<file path="src/design/small_uniform_coeff_rejection_sampler_top_macros.svh">
// Assertion macros shared by the rejection sampler modules.
`ifndef SMALL_UNIFORM_COEFF_REJECTION_SAMPLER_TOP_MACROS_SVH
`define SMALL_UNIFORM_COEFF_REJECTION_SAMPLER_TOP_MACROS_SVH

// Property must hold at every clock edge outside reset.
`define SUCRS_ASSERT(lbl, prop, msg) \
  lbl: assert property (@(posedge clk) disable iff (rst) (prop)) else $error(msg);

// Condition must never be true outside reset.
`define SUCRS_NEVER(lbl, cond, msg) \
  lbl: assert property (@(posedge clk) disable iff (rst) !(cond)) else $error(msg);

`endif

</file>
<file path="src/design/sucrs_pkg.sv">
// Package: constants, job type and digit arithmetic of the rejection sampler.
`default_nettype none
package sucrs_pkg;

  localparam int NUM_COEFFS = 256;
  localparam int CNT_W      = $clog2(NUM_COEFFS + 1);
  localparam int IDX_W      = 8;
  localparam int USED_W     = 12;
  localparam int Q_DEPTH    = 4;
  localparam int Q_PTR_W    = $clog2(Q_DEPTH);
  localparam int Q_CNT_W    = $clog2(Q_DEPTH + 1);

  localparam logic [1:0] MODE_TERNARY = 2'd0;
  localparam logic [1:0] MODE_PENTARY = 2'd1;
  localparam logic [1:0] MODE_PACKED  = 2'd2;
  localparam logic [1:0] MODE_UNUSED  = 2'd3;
  localparam logic [1:0] MODE_RESET   = MODE_PENTARY;

  localparam logic [7:0] TERN_LIMIT = 8'd243;
  localparam logic [6:0] PENT_LIMIT = 7'd125;

  // One queued job: up to two digit groups that share a base.
  typedef struct packed {
    logic              base5;
    logic [7:0]        val_a;
    logic [2:0]        cnt_a;
    logic [6:0]        val_b;
    logic [1:0]        cnt_b;
    logic [IDX_W-1:0]  idx;
    logic              done;
    logic [USED_W-1:0] used;
  } sucrs_job_t;

  // Quotient by 3 or 5 through a reciprocal; exact for all 8-bit values.
  function automatic logic [7:0] div_base(logic [7:0] v, logic b5);
    logic [16:0] p3;
    logic [17:0] p5;
    p3 = 17'(v) * 17'd171;
    p5 = 18'(v) * 18'd205;
    return b5 ? 8'(p5 >> 10) : 8'(p3 >> 9);
  endfunction

  function automatic logic [2:0] mod_base(logic [7:0] v, logic b5);
    logic [7:0] q;
    logic [9:0] back;
    q    = div_base(v, b5);
    back = b5 ? 10'(q) * 10'd5 : 10'(q) * 10'd3;
    return 3'(10'(v) - back);
  endfunction

endpackage
`default_nettype wire

</file>
<file path="src/design/sucrs_front.sv">
// Front end: takes bytes, keeps the polynomial counters and emits digit jobs.
`default_nettype none
module sucrs_front
  import sucrs_pkg::*;
(
  input  wire logic             clk,
  input  wire logic             rst,
  input  wire logic             cfg_we,
  input  wire logic [1:0]       cfg_wdata,
  input  wire logic             in_valid,
  output logic                  in_stall,
  input  wire logic [7:0]       rand_byte,
  input  wire logic             first,
  input  wire logic             q_full,
  output logic                  push,
  output sucrs_job_t            job
);

  logic [1:0]        sample_mode;
  logic [CNT_W-1:0]  coeff_count, coeff_count_next;
  logic [USED_W-1:0] byte_count, byte_count_next;
  logic [5:0]        bit_store, bit_store_next;
  logic [2:0]        bit_fill, bit_fill_next;
  logic              finished, finished_next;

  logic [CNT_W-1:0]  cc_e;
  logic [USED_W-1:0] bc_e, bc_inc;
  logic [5:0]        bs_e;
  logic [2:0]        bf_e, nbf;
  logic              fin_e;
  logic              job_push;
  logic              accept;

  logic [CNT_W-1:0]  room, rem, rem2;
  logic [2:0]        ndig, n1;
  logic [1:0]        n2;
  logic [13:0]       acc;
  logic [6:0]        chunk1, chunk2;
  logic [6:0]        bmask;
  logic              ok;

  assign in_stall = q_full;
  assign accept   = in_valid && !in_stall;
  assign push     = accept && job_push;

  always_comb begin
    cc_e   = first ? '0 : coeff_count;
    bc_e   = first ? '0 : byte_count;
    bs_e   = first ? '0 : bit_store;
    bf_e   = first ? '0 : bit_fill;
    fin_e  = first ? 1'b0 : finished;
    bc_inc = (bc_e == {USED_W{1'b1}}) ? bc_e : bc_e + 1'b1;

    room   = CNT_W'(NUM_COEFFS - 1) - cc_e;
    rem    = CNT_W'(NUM_COEFFS) - cc_e;
    acc    = {bs_e, rand_byte};
    chunk1 = 7'(acc >> (4'(bf_e) + 4'd1));
    chunk2 = acc[6:0];
    nbf    = (bf_e == 3'd6) ? 3'd0 : bf_e + 3'd1;
    bmask  = (7'd1 << nbf) - 7'd1;
    ok     = 1'b0;
    ndig   = '0;
    n1     = '0;
    n2     = '0;
    rem2   = '0;

    coeff_count_next = cc_e;
    byte_count_next  = bc_e;
    bit_store_next   = bs_e;
    bit_fill_next    = bf_e;
    finished_next    = fin_e;
    job_push         = 1'b0;
    job              = '0;
    job.base5        = (sample_mode != MODE_TERNARY);

    if (!fin_e) begin
      unique case (sample_mode)
        MODE_TERNARY, MODE_PENTARY: begin
          if (cc_e >= CNT_W'(NUM_COEFFS - 1)) begin
            // final coefficient straight from the byte, no rejection
            job_push         = 1'b1;
            job.val_a        = rand_byte;
            job.cnt_a        = 3'd1;
            job.idx          = IDX_W'(NUM_COEFFS - 1);
            job.done         = 1'b1;
            job.used         = bc_e;
            coeff_count_next = CNT_W'(NUM_COEFFS);
            finished_next    = 1'b1;
          end else begin
            byte_count_next = bc_inc;
            if (sample_mode == MODE_TERNARY) begin
              ok        = rand_byte < TERN_LIMIT;
              job.val_a = rand_byte;
              ndig      = (room < CNT_W'(5)) ? 3'(room) : 3'd5;
            end else begin
              ok        = rand_byte[7:1] < PENT_LIMIT;
              job.val_a = {1'b0, rand_byte[7:1]};
              ndig      = (room < CNT_W'(3)) ? 3'(room) : 3'd3;
            end
            if (ok) begin
              job_push         = 1'b1;
              job.cnt_a        = ndig;
              job.idx          = IDX_W'(cc_e);
              coeff_count_next = cc_e + CNT_W'(ndig);
            end
          end
        end
        MODE_PACKED: begin
          byte_count_next = bc_inc;
          bit_fill_next   = nbf;
          bit_store_next  = acc[5:0] & bmask[5:0];
          if (chunk1 < PENT_LIMIT) begin
            n1 = (rem < CNT_W'(3)) ? 3'(rem) : 3'd3;
          end
          rem2 = rem - CNT_W'(n1);
          // second chunk only exists when six bits were pending
          if (bf_e == 3'd6 && chunk2 < PENT_LIMIT && rem2 != '0) begin
            n2 = (rem2 < CNT_W'(3)) ? 2'(rem2) : 2'd3;
          end
          job.val_a        = {1'b0, chunk1};
          job.cnt_a        = n1;
          job.val_b        = chunk2;
          job.cnt_b        = n2;
          job.idx          = IDX_W'(cc_e);
          job.done         = (CNT_W'(n1) + CNT_W'(n2)) == rem;
          job.used         = job.done ? bc_e : '0;
          job_push         = (n1 != '0) || (n2 != '0);
          coeff_count_next = cc_e + CNT_W'(n1) + CNT_W'(n2);
          finished_next    = job.done;
        end
        default: begin
          // unused mode: drop the byte
        end
      endcase
    end
  end

  always_ff @(posedge clk) begin
    if (rst) begin
      sample_mode <= MODE_RESET;
      coeff_count <= '0;
      byte_count  <= '0;
      bit_store   <= '0;
      bit_fill    <= '0;
      finished    <= 1'b0;
    end else begin
      if (cfg_we) begin
        sample_mode <= cfg_wdata;
      end
      if (accept) begin
        coeff_count <= coeff_count_next;
        byte_count  <= byte_count_next;
        bit_store   <= bit_store_next;
        bit_fill    <= bit_fill_next;
        finished    <= finished_next;
      end
    end
  end

endmodule
`default_nettype wire

</file>
<file path="src/design/sucrs_queue.sv">
// Job queue between the front end and the digit serializer.
`default_nettype none
`include "small_uniform_coeff_rejection_sampler_top_macros.svh"
module sucrs_queue
  import sucrs_pkg::*;
(
  input  wire logic       clk,
  input  wire logic       rst,
  input  wire logic       push,
  input  sucrs_job_t      push_job,
  output logic            full,
  input  wire logic       pop,
  output logic            q_valid,
  output sucrs_job_t      head
);

  sucrs_job_t         mem [Q_DEPTH];
  logic [Q_PTR_W-1:0] wptr, rptr;
  logic [Q_CNT_W-1:0] count;

  assign full    = (count == Q_CNT_W'(Q_DEPTH));
  assign q_valid = (count != '0);
  assign head    = mem[rptr];

  always_ff @(posedge clk) begin
    if (push) begin
      mem[wptr] <= push_job;
    end
  end

  always_ff @(posedge clk) begin
    if (rst) begin
      wptr  <= '0;
      rptr  <= '0;
      count <= '0;
    end else begin
      if (push) begin
        wptr <= wptr + 1'b1;
      end
      if (pop) begin
        rptr <= rptr + 1'b1;
      end
      unique case ({push, pop})
        2'b10:   count <= count + 1'b1;
        2'b01:   count <= count - 1'b1;
        default: count <= count;
      endcase
    end
  end

  `SUCRS_NEVER(a_push_full, push && full, "job queue overflow")
  `SUCRS_NEVER(a_pop_empty, pop && !q_valid, "job queue underflow")
  `SUCRS_ASSERT(a_count_range, count <= Q_CNT_W'(Q_DEPTH), "job queue count out of range")

endmodule
`default_nettype wire

</file>
<file path="src/design/sucrs_back.sv">
// Back end: serializes queued jobs into one coefficient beat per cycle while out_stall is low.
`default_nettype none
`include "small_uniform_coeff_rejection_sampler_top_macros.svh"
module sucrs_back
  import sucrs_pkg::*;
(
  input  wire logic               clk,
  input  wire logic               rst,
  input  wire logic               q_valid,
  input  sucrs_job_t              head,
  output logic                    pop,
  output logic                    out_valid,
  input  wire logic               out_stall,
  output logic signed [2:0]       coefficient,
  output logic [IDX_W-1:0]        coeff_index,
  output logic                    poly_done,
  output logic [USED_W-1:0]       bytes_used
);

  sucrs_job_t       cur;
  logic             cur_valid;
  logic [7:0]       work;
  logic [2:0]       left_a;
  logic [1:0]       left_b;
  logic [IDX_W-1:0] idx;

  logic             emit, last;
  logic [2:0]       digit;
  logic [7:0]       quo;

  assign emit  = cur_valid && (!out_valid || !out_stall);
  assign last  = (left_a == 3'd1 && left_b == 2'd0) || (left_a == 3'd0 && left_b == 2'd1);
  assign pop   = q_valid && (!cur_valid || (emit && last));
  assign digit = mod_base(work, cur.base5);
  assign quo   = div_base(work, cur.base5);

  always_ff @(posedge clk) begin
    if (pop) begin
      cur    <= head;
      work   <= (head.cnt_a != '0) ? head.val_a : {1'b0, head.val_b};
      left_a <= head.cnt_a;
      left_b <= head.cnt_b;
      idx    <= head.idx;
    end else if (emit) begin
      idx <= idx + 1'b1;
      if (left_a != '0) begin
        left_a <= left_a - 1'b1;
        // switch to the second chunk once the first runs out
        work   <= (left_a == 3'd1) ? {1'b0, cur.val_b} : quo;
      end else begin
        left_b <= left_b - 1'b1;
        work   <= quo;
      end
    end
  end

  always_ff @(posedge clk) begin
    if (rst) begin
      cur_valid <= 1'b0;
      out_valid <= 1'b0;
    end else begin
      if (pop) begin
        cur_valid <= 1'b1;
      end else if (emit && last) begin
        cur_valid <= 1'b0;
      end
      if (emit) begin
        out_valid <= 1'b1;
      end else if (!out_stall) begin
        out_valid <= 1'b0;
      end
    end
  end

  always_ff @(posedge clk) begin
    if (emit) begin
      coefficient <= $signed(digit - (cur.base5 ? 3'd2 : 3'd1));
      coeff_index <= idx;
      poly_done   <= cur.done && last;
      bytes_used  <= (cur.done && last) ? cur.used : '0;
    end
  end

  `SUCRS_NEVER(a_cur_empty, cur_valid && left_a == '0 && left_b == '0, "job with no digits")
  `SUCRS_ASSERT(a_done_idx, out_valid && poly_done |-> coeff_index == IDX_W'(NUM_COEFFS - 1), "done off last index")
  `SUCRS_ASSERT(a_used_zero, out_valid && !poly_done |-> bytes_used == '0, "byte count without done")

endmodule
`default_nettype wire

</file>
<file path="src/design/small_uniform_coeff_rejection_sampler_top.sv">
// Top level of the small-coefficient rejection sampler.
// Usage:
//   Input channel: rand_byte and first with in_valid/in_stall; a beat moves when
//   in_valid is high and in_stall is low. first=1 starts a new polynomial.
//   Output channel: coefficient, coeff_index, poly_done, bytes_used with
//   out_valid/out_stall; bytes_used is nonzero only with poly_done.
//   Config: cfg_we/cfg_wdata write sample_mode (reset value 1); write it only
//   while no bytes are in flight.
// Timing:
//   A byte's first coefficient passes a queue entry, the back end's job register
//   and the output register. The output register carries one coefficient per
//   cycle while out_stall is low; a byte yields up to five (six when two packed
//   chunks land in one byte), a rejected byte none. A four-entry job queue lets
//   bytes keep arriving while earlier coefficients drain.
// Reset clears the counters, the queue and the output valid; the mode returns
// to 1. While out_stall is high the output beat holds; the queue fills and then
// in_stall rises until the receiver takes beats again.
`default_nettype none
module small_uniform_coeff_rejection_sampler_top
  import sucrs_pkg::*;
(
  input  wire logic              clk,
  input  wire logic              rst,
  input  wire logic              cfg_we,
  input  wire logic [1:0]        cfg_wdata,
  input  wire logic              in_valid,
  output logic                   in_stall,
  input  wire logic [7:0]        rand_byte,
  input  wire logic              first,
  output logic                   out_valid,
  input  wire logic              out_stall,
  output logic signed [2:0]      coefficient,
  output logic [IDX_W-1:0]       coeff_index,
  output logic                   poly_done,
  output logic [USED_W-1:0]      bytes_used
);

  sucrs_job_t push_job, head;
  logic       push, full, pop, q_valid;

  sucrs_front u_front (
    .clk       (clk),
    .rst       (rst),
    .cfg_we    (cfg_we),
    .cfg_wdata (cfg_wdata),
    .in_valid  (in_valid),
    .in_stall  (in_stall),
    .rand_byte (rand_byte),
    .first     (first),
    .q_full    (full),
    .push      (push),
    .job       (push_job)
  );

  sucrs_queue u_queue (
    .clk      (clk),
    .rst      (rst),
    .push     (push),
    .push_job (push_job),
    .full     (full),
    .pop      (pop),
    .q_valid  (q_valid),
    .head     (head)
  );

  sucrs_back u_back (
    .clk         (clk),
    .rst         (rst),
    .q_valid     (q_valid),
    .head        (head),
    .pop         (pop),
    .out_valid   (out_valid),
    .out_stall   (out_stall),
    .coefficient (coefficient),
    .coeff_index (coeff_index),
    .poly_done   (poly_done),
    .bytes_used  (bytes_used)
  );

endmodule
`default_nettype wire
</file>
<file path="config.mk">
export PLATFORM = sky130hd
export DESIGN_NAME = small_uniform_coeff_rejection_sampler_top
export DESIGN_NICKNAME = d
export VERILOG_FILES = /design/src/design/sucrs_pkg.sv /design/src/design/sucrs_front.sv /design/src/design/sucrs_queue.sv /design/src/design/sucrs_back.sv /design/src/design/small_uniform_coeff_rejection_sampler_top.sv
export VERILOG_INCLUDE_DIRS = /design/src /design/src/design
export SDC_FILE = /design/constraint.sdc
export NUM_CORES = 1
export LEC_CHECK = 0
export BUFFER_PORTS_ARGS = -buffer_cell sky130_fd_sc_hd__buf_2
export CORE_MARGIN = 2
export CORE_UTILIZATION = 45
export DETAILED_ROUTE_END_ITERATION = 10
export PLACE_DENSITY = 0.71
export REMOVE_ABC_BUFFERS = 1
export SYNTH_ARGS = -nofsm -noshare
export SYNTH_HDL_FRONTEND = slang
export SYNTH_SLANG_ARGS = --single-unit
</file>
<file path="constraint.sdc">
create_clock -name clk -period 8.6 [get_ports clk]
set_input_delay 0.43 -clock clk [delete_from_list [all_inputs] [get_ports clk]]
set_output_delay 0.43 -clock clk [all_outputs]
set_load 0.005 [all_outputs]
</file>
==> flow_metrics.py, run 1 <==
metrics = {
    "run_status": {
        "status": "complete, no violations",
    },
    "floorplan": {
        "initial_utilization_pct": 45.9,
        "io_pins": 42,
        "die_x_um": 189,
        "fp-row-count": 67,
        "design.die.area_um2": 35800,
        "core_area_um2": 33600,
        "die_h_um": 189,
    },
    "sta": {
        "slew_violations": 0,
        "setup_viol": 0,
        "finalCritPeriodShare_pct": 80.8,
        "period_minus_slack_ns": 6.95,
        "fin_tns_setup_ns": 0,
        "hold_viol_final": 0,
        "fmax_mhz": 144,
        "finClkSkew_ns": 0.0168,
        "rsz0062_at_grt": "false",
        "relSlewSlack_pct": 35.4,
        "tightest_slew_ns": 0.969,
    },
    "grt": {
        "antenna_found_initial": 0,
        "use_met2_pct": 31.0,
        "first_global_vias": 10300,
        "grt_util_met3_pct": 2.78,
        "grt_pass1_wl_mm": 53.8,
        "gr-usage-all-layers_pct": 18.8,
        "grtUsageMet1_pct": 26.0,
        "grt_overflow": 0,
        "busiest_layer": "met2",
        "grt_max_degree": 57,
    },
    "route": {
        "wl_per_cell_um": 18.5,
        "drtIter0Drc": 820,
        "first_pass_iters": 5,
        "num_vias": 10100,
        "ant_nets": 0,
        "drt-total-wl_mm": 32.8,
        "route.detailed.drc": 0,
        "viasPerCell": 5.70,
    },
    "setup_path": {
        "crit_family": "simple AND/OR/NAND/NOR gates",
        "r2r_start": "u_front.coeff_count[0]$_SDFFE_PP0P_",
        "reg2reg_to": "u_queue.mem[1][8]$_DFFE_PP_",
        "worst-path-max-fanout": 15,
        "end_kind": "flop",
        "reg2reg_slack_ns": 1.65,
        "crit_slowest_cell": "nor2_1",
        "cp.required_ns": 8.99,
        "slowest_delay_ns": 0.75,
        "reg2regPathDepth": 24,
        "critPathBufInv": 3,
        "critPathKind": "flop to flop",
        "cp_cell_sequence": "nor2b_1, inv_1, ha_1, or3b_1, a211o_1, and2_0, nand2_1, o31ai_1, inv_1, ha_1, fa_1, nor2b_1, nand2_1, o21ai_0, and3_1, a21o_1, inv_1, ha_1, fa_1, xor2_1, nor3_1, a31oi_1, nor2_1, and2_1",
        "cp-start-kind": "flop",
        "worstPathArrival_ns": 7.34,
    },
    "logic_synthesis": {
        "ys_seq_elements": 278,
        "ys_seq_area_share_pct": 51.3,
        "yosys.cell_count.top_type": "edfxtp_1",
        "synth_area_leaders": "edfxtp_1 46%, ha_1 8.5%, mux4_2 6.4%",
        "synth_top_area_cell": "edfxtp_1",
        "syn_area_um2": 15400,
        "synth-edff-count": 234,
        "synthTopCellsByCount": "234 x edfxtp_1, 113 x inv_1, 105 x ha_1",
        "ys_types": 75,
        "async_reset_ff_share_pct": 0,
        "synth_cells": 1281,
        "avgSynthCellArea_um2": 12.0,
        "synthFlopType": "edfxtp_1",
        "yosys_warnings": 0,
        "yosysTopAreaCellShare_pct": 45.6,
    },
    "cts": {
        "cts-resized-gates": 0,
        "cts.sinks": 278,
        "cts_tree": "yes",
        "cts_buffers": 28,
        "cts_root_buffer": "clkbuf_16",
        "htree_levels": 1,
        "clk_path_buf_depth": 3,
        "clk_latency_ns": 0.55,
        "cts_hold_buf": 0,
        "post_cts_buffers": 0,
        "clk_pin_slew_worst_paths_ns": 0.06,
    },
    "cells_and_area": {
        "num-nets-final": 1457,
        "fillers": 2854,
        "postLayoutCellArea_um2": 17000,
        "final_cells": 1773,
        "diodes": 0,
        "area_growth_pct": 10.1,
        "post-route-util_pct": 50.5,
        "drive_above_1_share_pct": 11.6,
    },
    "min_path": {
        "min_path_cells": 2,
        "hold_path_class": "input port to flop",
        "holdPathEnd": "u_front.sample_mode[0]$_SDFFE_PP1P_",
        "hold_path.startpoint": "cfg_wdata[0]",
    },
    "placed_design": {
        "dpl_cell_area_um2": 16100,
        "gp_congestion": 0.935,
        "place_inst": 1722,
        "dp_hpwl_mm": 23.0,
        "port_buffers": 41,
    },
    "flow_run": {
        "drv_cap": 0,
    },
}
==> worst max path at each step <==
stage                                             start                       endpoint  slack, ns  cells after the start
floorplan              u_front.bit_fill[0]$_SDFFE_PP0P_    u_queue.mem[0][0]$_DFFE_PP_       2.06                     17
global placement    u_front.coeff_count[0]$_SDFFE_PP0P_  u_queue.count[2]$_SDFFE_PP0P_       1.82                     23
detailed placement                                first    u_queue.mem[0][8]$_DFFE_PP_       1.66                     25
CTS                 u_front.coeff_count[0]$_SDFFE_PP0P_    u_queue.mem[0][4]$_DFFE_PP_       1.67                     24
global route        u_front.coeff_count[0]$_SDFFE_PP0P_   u_queue.mem[1][10]$_DFFE_PP_       1.05                     24
finish              u_front.coeff_count[0]$_SDFFE_PP0P_    u_queue.mem[1][8]$_DFFE_PP_       1.65                     24
==> placed cells by master, fill, tap and decap left out, types with 6 or more instances in the layout <==
cell type | netlist | routed
edfxtp_1 | 234 | 234
inv_1 | 113 | 113
ha_1 | 105 | 105
nor2_1 | 99 | 99
a21oi_1 | 67 | 67
nand2_1 | 66 | 66
o21ai_0 | 65 | 65
mux4_2 | 44 | 44
dfxtp_1 | 44 | 42
buf_2 | 10 | 41
fa_1 | 32 | 32
clkbuf_16 | 0 | 28
nor3_1 | 24 | 24
and3_1 | 24 | 24
xnor2_1 | 23 | 23
nor2b_1 | 24 | 20
and2_1 | 19 | 19
mux2i_1 | 19 | 19
xor2_1 | 18 | 18
nand2b_1 | 16 | 16
nand3_1 | 14 | 14
o22ai_1 | 13 | 13
buf_4 | 2 | 12
a211oi_1 | 10 | 10
a31oi_1 | 10 | 10
clkbuf_1 | 42 | 10
a21o_1 | 9 | 9
a22oi_1 | 8 | 8
o211ai_1 | 8 | 8
a221oi_1 | 6 | 6
a32oi_1 | 6 | 6
==> metrics by stage <==
step,setup slack (ns),hold slack [ns]
after floorplan,2.06,0.432
after global placement,1.82,0.452
after detailed placement,1.66,0.455
after CTS,1.67,0.106
after global routing,1.05,0.121
final,1.65,0.129
==> registers in the layout, summed over array words and instances, names as in the netlist, 3 cells and up, named ones only <==
name,count
u_queue.mem,168
u_front.byte_count,12
u_front.coeff_count,9
u_back.coefficient,3
u_back.left_a,3
u_back.cur,21
u_back.idx,8
u_back.coeff_index,8
u_queue.count,3
u_front.bit_fill,3
u_back.bytes_used,12
u_front.bit_store,6
u_back.work,8
==> worst register-to-register path, cell delays in order, from the launching register on <==
cell and delay (ns):
dfxtp_1 0.49, nor2b_1 0.57, inv_1 0.26, ha_1 0.38, or3b_1 0.20, a211o_1 0.17, and2_0 0.35, nand2_1 0.12
o31ai_1 0.46, inv_1 0.14, ha_1 0.24, fa_1 0.39, nor2b_1 0.27, nand2_1 0.08, o21ai_0 0.07, and3_1 0.20
a21o_1 0.18, inv_1 0.06, ha_1 0.18, fa_1 0.38, xor2_1 0.17, nor3_1 0.21, a31oi_1 0.17, nor2_1 0.76
and2_1 0.32
==> routing by layer <==
metal	up-vias	share of wire, %
met3	57	5.7
met1	4936	45
met2	324	47
li1	4782	-
met4	0	2.3
met5	-	0
==> cell families (layout without fill, tap and decap cells) <==
family | Yosys count | in the layout | share of synthesized area (%)
xor+xnor | 41 | 41 | 2.33
flops | 278 | 278 | 51.3
buf+inv | 173 | 217 | 4.35
fa+ha+maj | 137 | 137 | 12.7
compound gates | 254 | 254 | 10.6
other cells | 2 | 2 | 0.0487
mux | 68 | 68 | 8.03
simple gates | 328 | 328 | 10.7
==> final cells by class <==
class	instances	area [um^2]	area share [%]
well taps	448	561	3.30
clock buffers	39	752	4.43
inverters	113	424	2.50
clock inverters	12	161	0.951
flip-flops and latches	278	7910	46.6
multi-input cells	830	6870	40.5
repair buffers	53	295	1.74
Power of run 1 is not shown: default switching activity piles up to over one toggle a cycle in this logic, so the estimate is an artifact.
==> run 2: changes to the inputs <==
- ABC_AREA: default -> 1
- PLACE_DENSITY: 0.71 -> 0.73
- clock period: 8.6 -> 5.7 ns (I/O delays scaled with it)
==> run 2 against run 1 <==
Net effect:
- first-iteration DRC count is 28% higher
- maximum frequency is 28% higher
- die area is 4.3% higher
- sequential share of layout area is 2.7 points lower
- clock skew is 0.0048 ns higher
- flip-flop and latch count stayed put
- highest routed layer unchanged
- cell count is 28% higher
- critical endpoint is now u_back.coefficient[2]$_DFFE_PP_
- count of clock-buffer cells in the layout is 6 lower
- register-to-register slack worse by 1.4 ns
==> flow_metrics.py, run 2 <==
metrics = {
    "run_status": {
        "status": "complete, no violations",
    },
    "floorplan": {
        "fp-row-count": 69,
        "initial_utilization_pct": 45.5,
        "die_x_um": 193,
        "core_area_um2": 35400,
        "die_h_um": 193,
        "design.die.area_um2": 37300,
        "io_pins": 42,
    },
    "logic_synthesis": {
        "synthFlopType": "edfxtp_1",
        "ys_seq_elements": 278,
        "synthTopCellsByCount": "236 x nand2_1, 234 x edfxtp_1, 228 x inv_1",
        "avgSynthCellArea_um2": 9.28,
        "synthAdderAreaFrac_pct": 12.1,
        "synth_top_family_by_area": "simple AND/OR/NAND/NOR gates",
        "synth_cells": 1734,
        "syn_area_um2": 16100,
        "yosys_warnings": 0,
        "yosysTopAreaCellShare_pct": 43.7,
        "synth_top_area_cell": "edfxtp_1",
        "yosys-mux-area-fraction_pct": 0.0622,
        "synth_xor_xnor_area_share_pct": 0.925,
        "yosys.cell_count.top_type": "nand2_1",
        "async_reset_ff_share_pct": 0,
        "ys_seq_area_share_pct": 49.1,
        "synth_simple_gate_area_share_pct": 17.2,
        "synth_area_leaders": "edfxtp_1 44%, ha_1 8.2%, nand2_1 5.5%",
        "synth_compound_gate_area_share_pct": 12.9,
        "ys_types": 59,
        "synth-edff-count": 234,
    },
    "sta": {
        "finalCritPeriodShare_pct": 95.3,
        "layout_setup_ws_ns": 0.270,
        "slew_violations": 0,
        "rsz0062_at_grt": "true",
        "relSlewSlack_pct": 30.2,
        "fin_tns_setup_ns": 0,
        "hold_viol_final": 0,
        "finClkSkew_ns": 0.0216,
        "setup_viol": 0,
        "hold_ws_ns": 0.149,
        "period_minus_slack_ns": 5.43,
        "tightest_slew_ns": 1.05,
        "fmax_mhz": 184,
    },
    "setup_path": {
        "worstPathArrival_ns": 5.75,
        "worst-path-max-fanout": 5,
        "end_kind": "flop",
        "cp-start-kind": "flop",
        "critPathKind": "flop to flop",
        "cp.required_ns": 6.02,
    },
    "grt": {
        "grt_overflow": 0,
        "gr-usage-all-layers_pct": 20.7,
        "grt_pass1_wl_mm": 61.6,
        "grt_max_degree": 85,
        "first_global_vias": 12100,
        "antenna_found_initial": 0,
    },
    "cts": {
        "clk_latency_ns": 0.57,
        "cts_root_buffer": "clkbuf_16",
        "post_cts_buffers": 0,
        "clk_path_buf_depth": 3,
        "cts.sinks": 278,
        "cts_tree": "yes",
        "htree_levels": 1,
        "clk_pin_slew_worst_paths_ns": 0.06,
        "cts_buffers": 30,
    },
    "route": {
        "ant_nets": 0,
        "drt-total-wl_mm": 38.3,
        "route.detailed.drc": 0,
        "drtIter0Drc": 1051,
        "wl_per_cell_um": 16.8,
        "viasPerCell": 5.45,
        "first_pass_iters": 5,
        "num_vias": 12400,
    },
    "placed_design": {
        "gp_congestion": 0.953,
        "pre_cts_ws_ns": 0.189,
        "dp_hpwl_mm": 26.7,
        "port_buffers": 41,
    },
    "cells_and_area": {
        "layout_commonest_cell": "nand2_1",
        "top_register": "u_queue.mem",
        "diodes": 0,
        "area_growth_pct": 12.0,
        "num-nets-final": 1946,
        "most-common-layout-cells": "235 x nand2_1, 234 x edfxtp_1, 227 x inv_1",
        "drive_above_1_share_pct": 10.6,
        "largest_register_ffs": 168,
        "top_regs": "u_queue.mem: 168 flops, u_back.cur: 21 flops",
    },
    "flow_run": {
        "drv_cap": 0,
    },
    "min_path": {
        "hold_path_class": "input port to flop",
    },
}
run 2: critical path: stages, from the launching register on:
cell and delay, ns:
edfxtp_1 0.50, ha_1 0.39, inv_1 0.07, fa_1 0.48, fa_1 0.53, inv_1 0.06
fa_1 0.47, ha_1 0.34, nand2_1 0.07, inv_1 0.07, a21oi_1 0.19, nand2_1 0.12
o21ai_1 0.18, nand2_1 0.13, ha_1 0.30, o21ai_0 0.11, fa_1 0.45, xnor2_1 0.20
xor2_1 0.19, inv_1 0.06, nand2_1 0.06, nand2_1 0.06, xnor2_1 0.13
run 2: area by class of cell:
type	instances	area, um^2
fill	3201	17400
sequential	278	7910
multi-input combinational	1152	7010
inverter	245	920
clock buffer	33	772
timing repair buffer	86	621
tap	461	577
clock inverter	21	216
run 2: per-stage QoR:
step | area [um^2] | util, % | std cells
floorplan | 15800 | - | 1675
global placement | 17000 | 47.9 | 2216
detailed placement | 17000 | 47.9 | 2216
CTS | 18000 | 50.9 | 2276
global route | 18000 | 50.9 | 2276
finish | 18000 | 50.9 | 2276
run 2: cells by family (layout without fill, tap and decap cells):
group                      count (synthesis)  after routing
and+or+nand+nor                          626            626
AOI/OAI and AO/OA                        369            369
muxes                                      1              1
xor gates and xnor gates                  17             17
DFF                                      278            278
adders and majority gates                137            137
buffers and inverters                    304            385
other                                      2              2
run 2: worst paths after layout:
kind,from,end,slack [ns],cells past startpoint
hold / removal,rst,u_front.sample_mode[1]$_SDFFE_PP0P_,0.15,2
setup reg to reg,u_back.work[1]$_DFFE_PP_,u_back.coefficient[2]$_DFFE_PP_,0.27,22
hold reg to reg,u_queue.count[0]$_SDFFE_PP0P_,u_queue.count[0]$_SDFFE_PP0P_,0.45,1
setup / recovery,u_back.work[1]$_DFFE_PP_,u_back.coefficient[2]$_DFFE_PP_,0.27,22
run 2: what timing repair did:
item | in CTS | in global routing
hold buffers | 6 | 0
endpoints found under the setup margin | 0 | 33
gates resized for setup | 0 | 6
endpoints found under the hold margin | 3 | 0
run 2: routing by layer:
metal,GRT usage [%],share of wire [%],vias up
met3,1.99,5.3,79
met2,35.4,48,402
met1,28.1,45,5846
li1,-,-,6071
met5,0,0,-
met4,5.86,2.4,0
Power of run 2 is left out for the same reason.
==> run 3: changes to the inputs <==
- GPL_TIMING_DRIVEN: default -> 0
==> run 3 against run 2 <==
Net effect:
- clock skew grew 0.0014 ns
- design area is essentially flat
- wire length shrank 2.9%
==> flow_metrics.py, run 3 (synthesized netlist as in run 2, its figures left out) <==
metrics = {
    "cts": {
        "cts.sinks": 278,
        "cts_root_buffer": "clkbuf_16",
        "htree_levels": 1,
        "clk_pin_slew_worst_paths_ns": 0.07,
        "clk_latency_ns": 0.57,
        "clk_path_buf_depth": 3,
        "cts_tree": "yes",
        "cts_buffers": 28,
    },
    "grt": {
        "first_global_vias": 11900,
        "gr-usage-all-layers_pct": 20.0,
        "grt_max_degree": 86,
        "antenna_found_initial": 0,
        "grt_overflow": 0,
        "grt_pass1_wl_mm": 59.7,
    },
    "sta": {
        "setup_viol": 0,
        "finClkSkew_ns": 0.0230,
        "fmax_mhz": 185,
        "hold_viol_final": 0,
        "relSlewSlack_pct": 28.0,
        "tightest_slew_ns": 1.08,
        "finalCritPeriodShare_pct": 95.0,
        "period_minus_slack_ns": 5.41,
        "slew_violations": 0,
    },
    "floorplan": {
        "initial_utilization_pct": 45.5,
        "die_x_um": 193,
        "io_pins": 42,
        "design.die.area_um2": 37300,
        "die_h_um": 193,
        "core_area_um2": 35400,
        "fp-row-count": 69,
    },
    "cells_and_area": {
        "drive_above_1_share_pct": 11.3,
        "fillers": 3132,
        "area_growth_pct": 12.0,
        "most-common-layout-cells": "234 x edfxtp_1, 233 x nand2_1, 227 x inv_1",
        "largest_register_ffs": 168,
        "top_regs": "u_queue.mem: 168 flops, u_back.cur: 21 flops",
        "postLayoutCellArea_um2": 18000,
        "layout_commonest_cell": "edfxtp_1",
        "diodes": 0,
        "num-nets-final": 1924,
        "top_register": "u_queue.mem",
    },
    "setup_path": {
        "reg2regPathDepth": 21,
        "cp.required_ns": 6.00,
        "worstPathArrival_ns": 5.72,
        "end_kind": "flop",
        "worst-path-max-fanout": 5,
        "cp-start-kind": "flop",
        "critPathKind": "flop to flop",
    },
    "placed_design": {
        "port_buffers": 41,
        "dp_hpwl_mm": 25.2,
        "dpl_cell_area_um2": 16800,
        "gp_congestion": 0.928,
    },
    "route": {
        "num_vias": 12300,
        "route.detailed.drc": 0,
        "drt-total-wl_mm": 37.2,
        "viasPerCell": 5.45,
        "ant_nets": 0,
        "drtIter0Drc": 1057,
        "wl_per_cell_um": 16.5,
        "first_pass_iters": 6,
    },
    "flow_run": {
        "drv_cap": 0,
    },
    "run_status": {
        "status": "complete, no violations",
    },
    "min_path": {
        "min_path_cells": 3,
        "hold_path_class": "input port to flop",
    },
}
==> run 3: cell types whose count changed in the layout (fill, tap and decap cells not counted), sizes merged <==
cell         before  now
dlygate4sd3       6    5
bufinv            3    2
clkinv           19   10
clkbuf           33   41
buf              80   61
==> run 3: through the flow <==
| stage | setup TNS (ns) | utilization [%] | setup WS, ns | hold WS [ns] | cells |
|---|---|---|---|---|---|
| floorplan | -3.34 | - | -0.0199 | 0.354 | 1675 |
| global placement | -493.85 | 46.8 | -2.63 | 0.432 | 2177 |
| detailed placement | -94.63 | 47.3 | -1.22 | 0.453 | 2184 |
| CTS | 0 | 50.3 | 0.0297 | 0.0127 | 2244 |
| global route | -0.293 | 50.9 | -0.0287 | 0.0558 | 2254 |
| finish | 0 | 50.9 | 0.286 | 0.0263 | 2254 |
==> run 3: critical path, stage by stage (launching register included) <==
cell and delay, ns:
edfxtp_1 0.55, ha_4 0.34, inv_1 0.05, fa_1 0.47, fa_1 0.52, inv_1 0.06, fa_1 0.48, ha_1 0.33
a21oi_1 0.18, o21ai_0 0.13, or2_2 0.29, nand3_1 0.10, nand2_1 0.12, ha_1 0.29, o21ai_0 0.11, fa_2 0.40
xnor2_1 0.17, xor2_1 0.20, inv_1 0.06, nand2_1 0.06, nand2_1 0.09, xnor2_2 0.16
==> run 3: cell type report <==
type	instances	area (um^2)	share of cell area [%]
flip-flops and latches	278	7920	44.0
multi-input cells	1152	7150	39.7
inverters	245	927	5.15
clock buffers	41	810	4.49
repair buffers	66	489	2.72
clock inverters	11	139	0.771
well taps	461	577	3.20
==> run 3: path summary, 6_finish.rpt <==
check / slack (ns) / to / from
min: 0.03 / u_back.out_valid$_SDFFE_PP0P_ / out_stall
min reg2reg: 0.46 / u_back.coeff_index[4]$_DFFE_PP_ / u_back.idx[4]$_DFFE_PP_
max: 0.29 / u_back.coefficient[2]$_DFFE_PP_ / u_back.work[1]$_DFFE_PP_
max reg2reg: 0.29 / u_back.coefficient[2]$_DFFE_PP_ / u_back.work[1]$_DFFE_PP_
==> run 3: what timing repair did <==
action	in CTS	in global routing
hold endpoints to repair	2	0
pin swaps	0	5
hold buffers	5	0
resized for setup	7	36
endpoints found under the setup margin	58	56
buffers inserted	3	10
==> run 3: layer usage <==
metal | vias up | wire, um | track usage (%)
met4 | 0 | 576 | 5.27
met3 | 48 | 2050 | 2.12
met1 | 5842 | 16200 | 26.2
li1 | 6026 | - | -
met2 | 370 | 18400 | 35.4
met5 | - | 0 | 0
Power of run 3 is left out for the same reason.
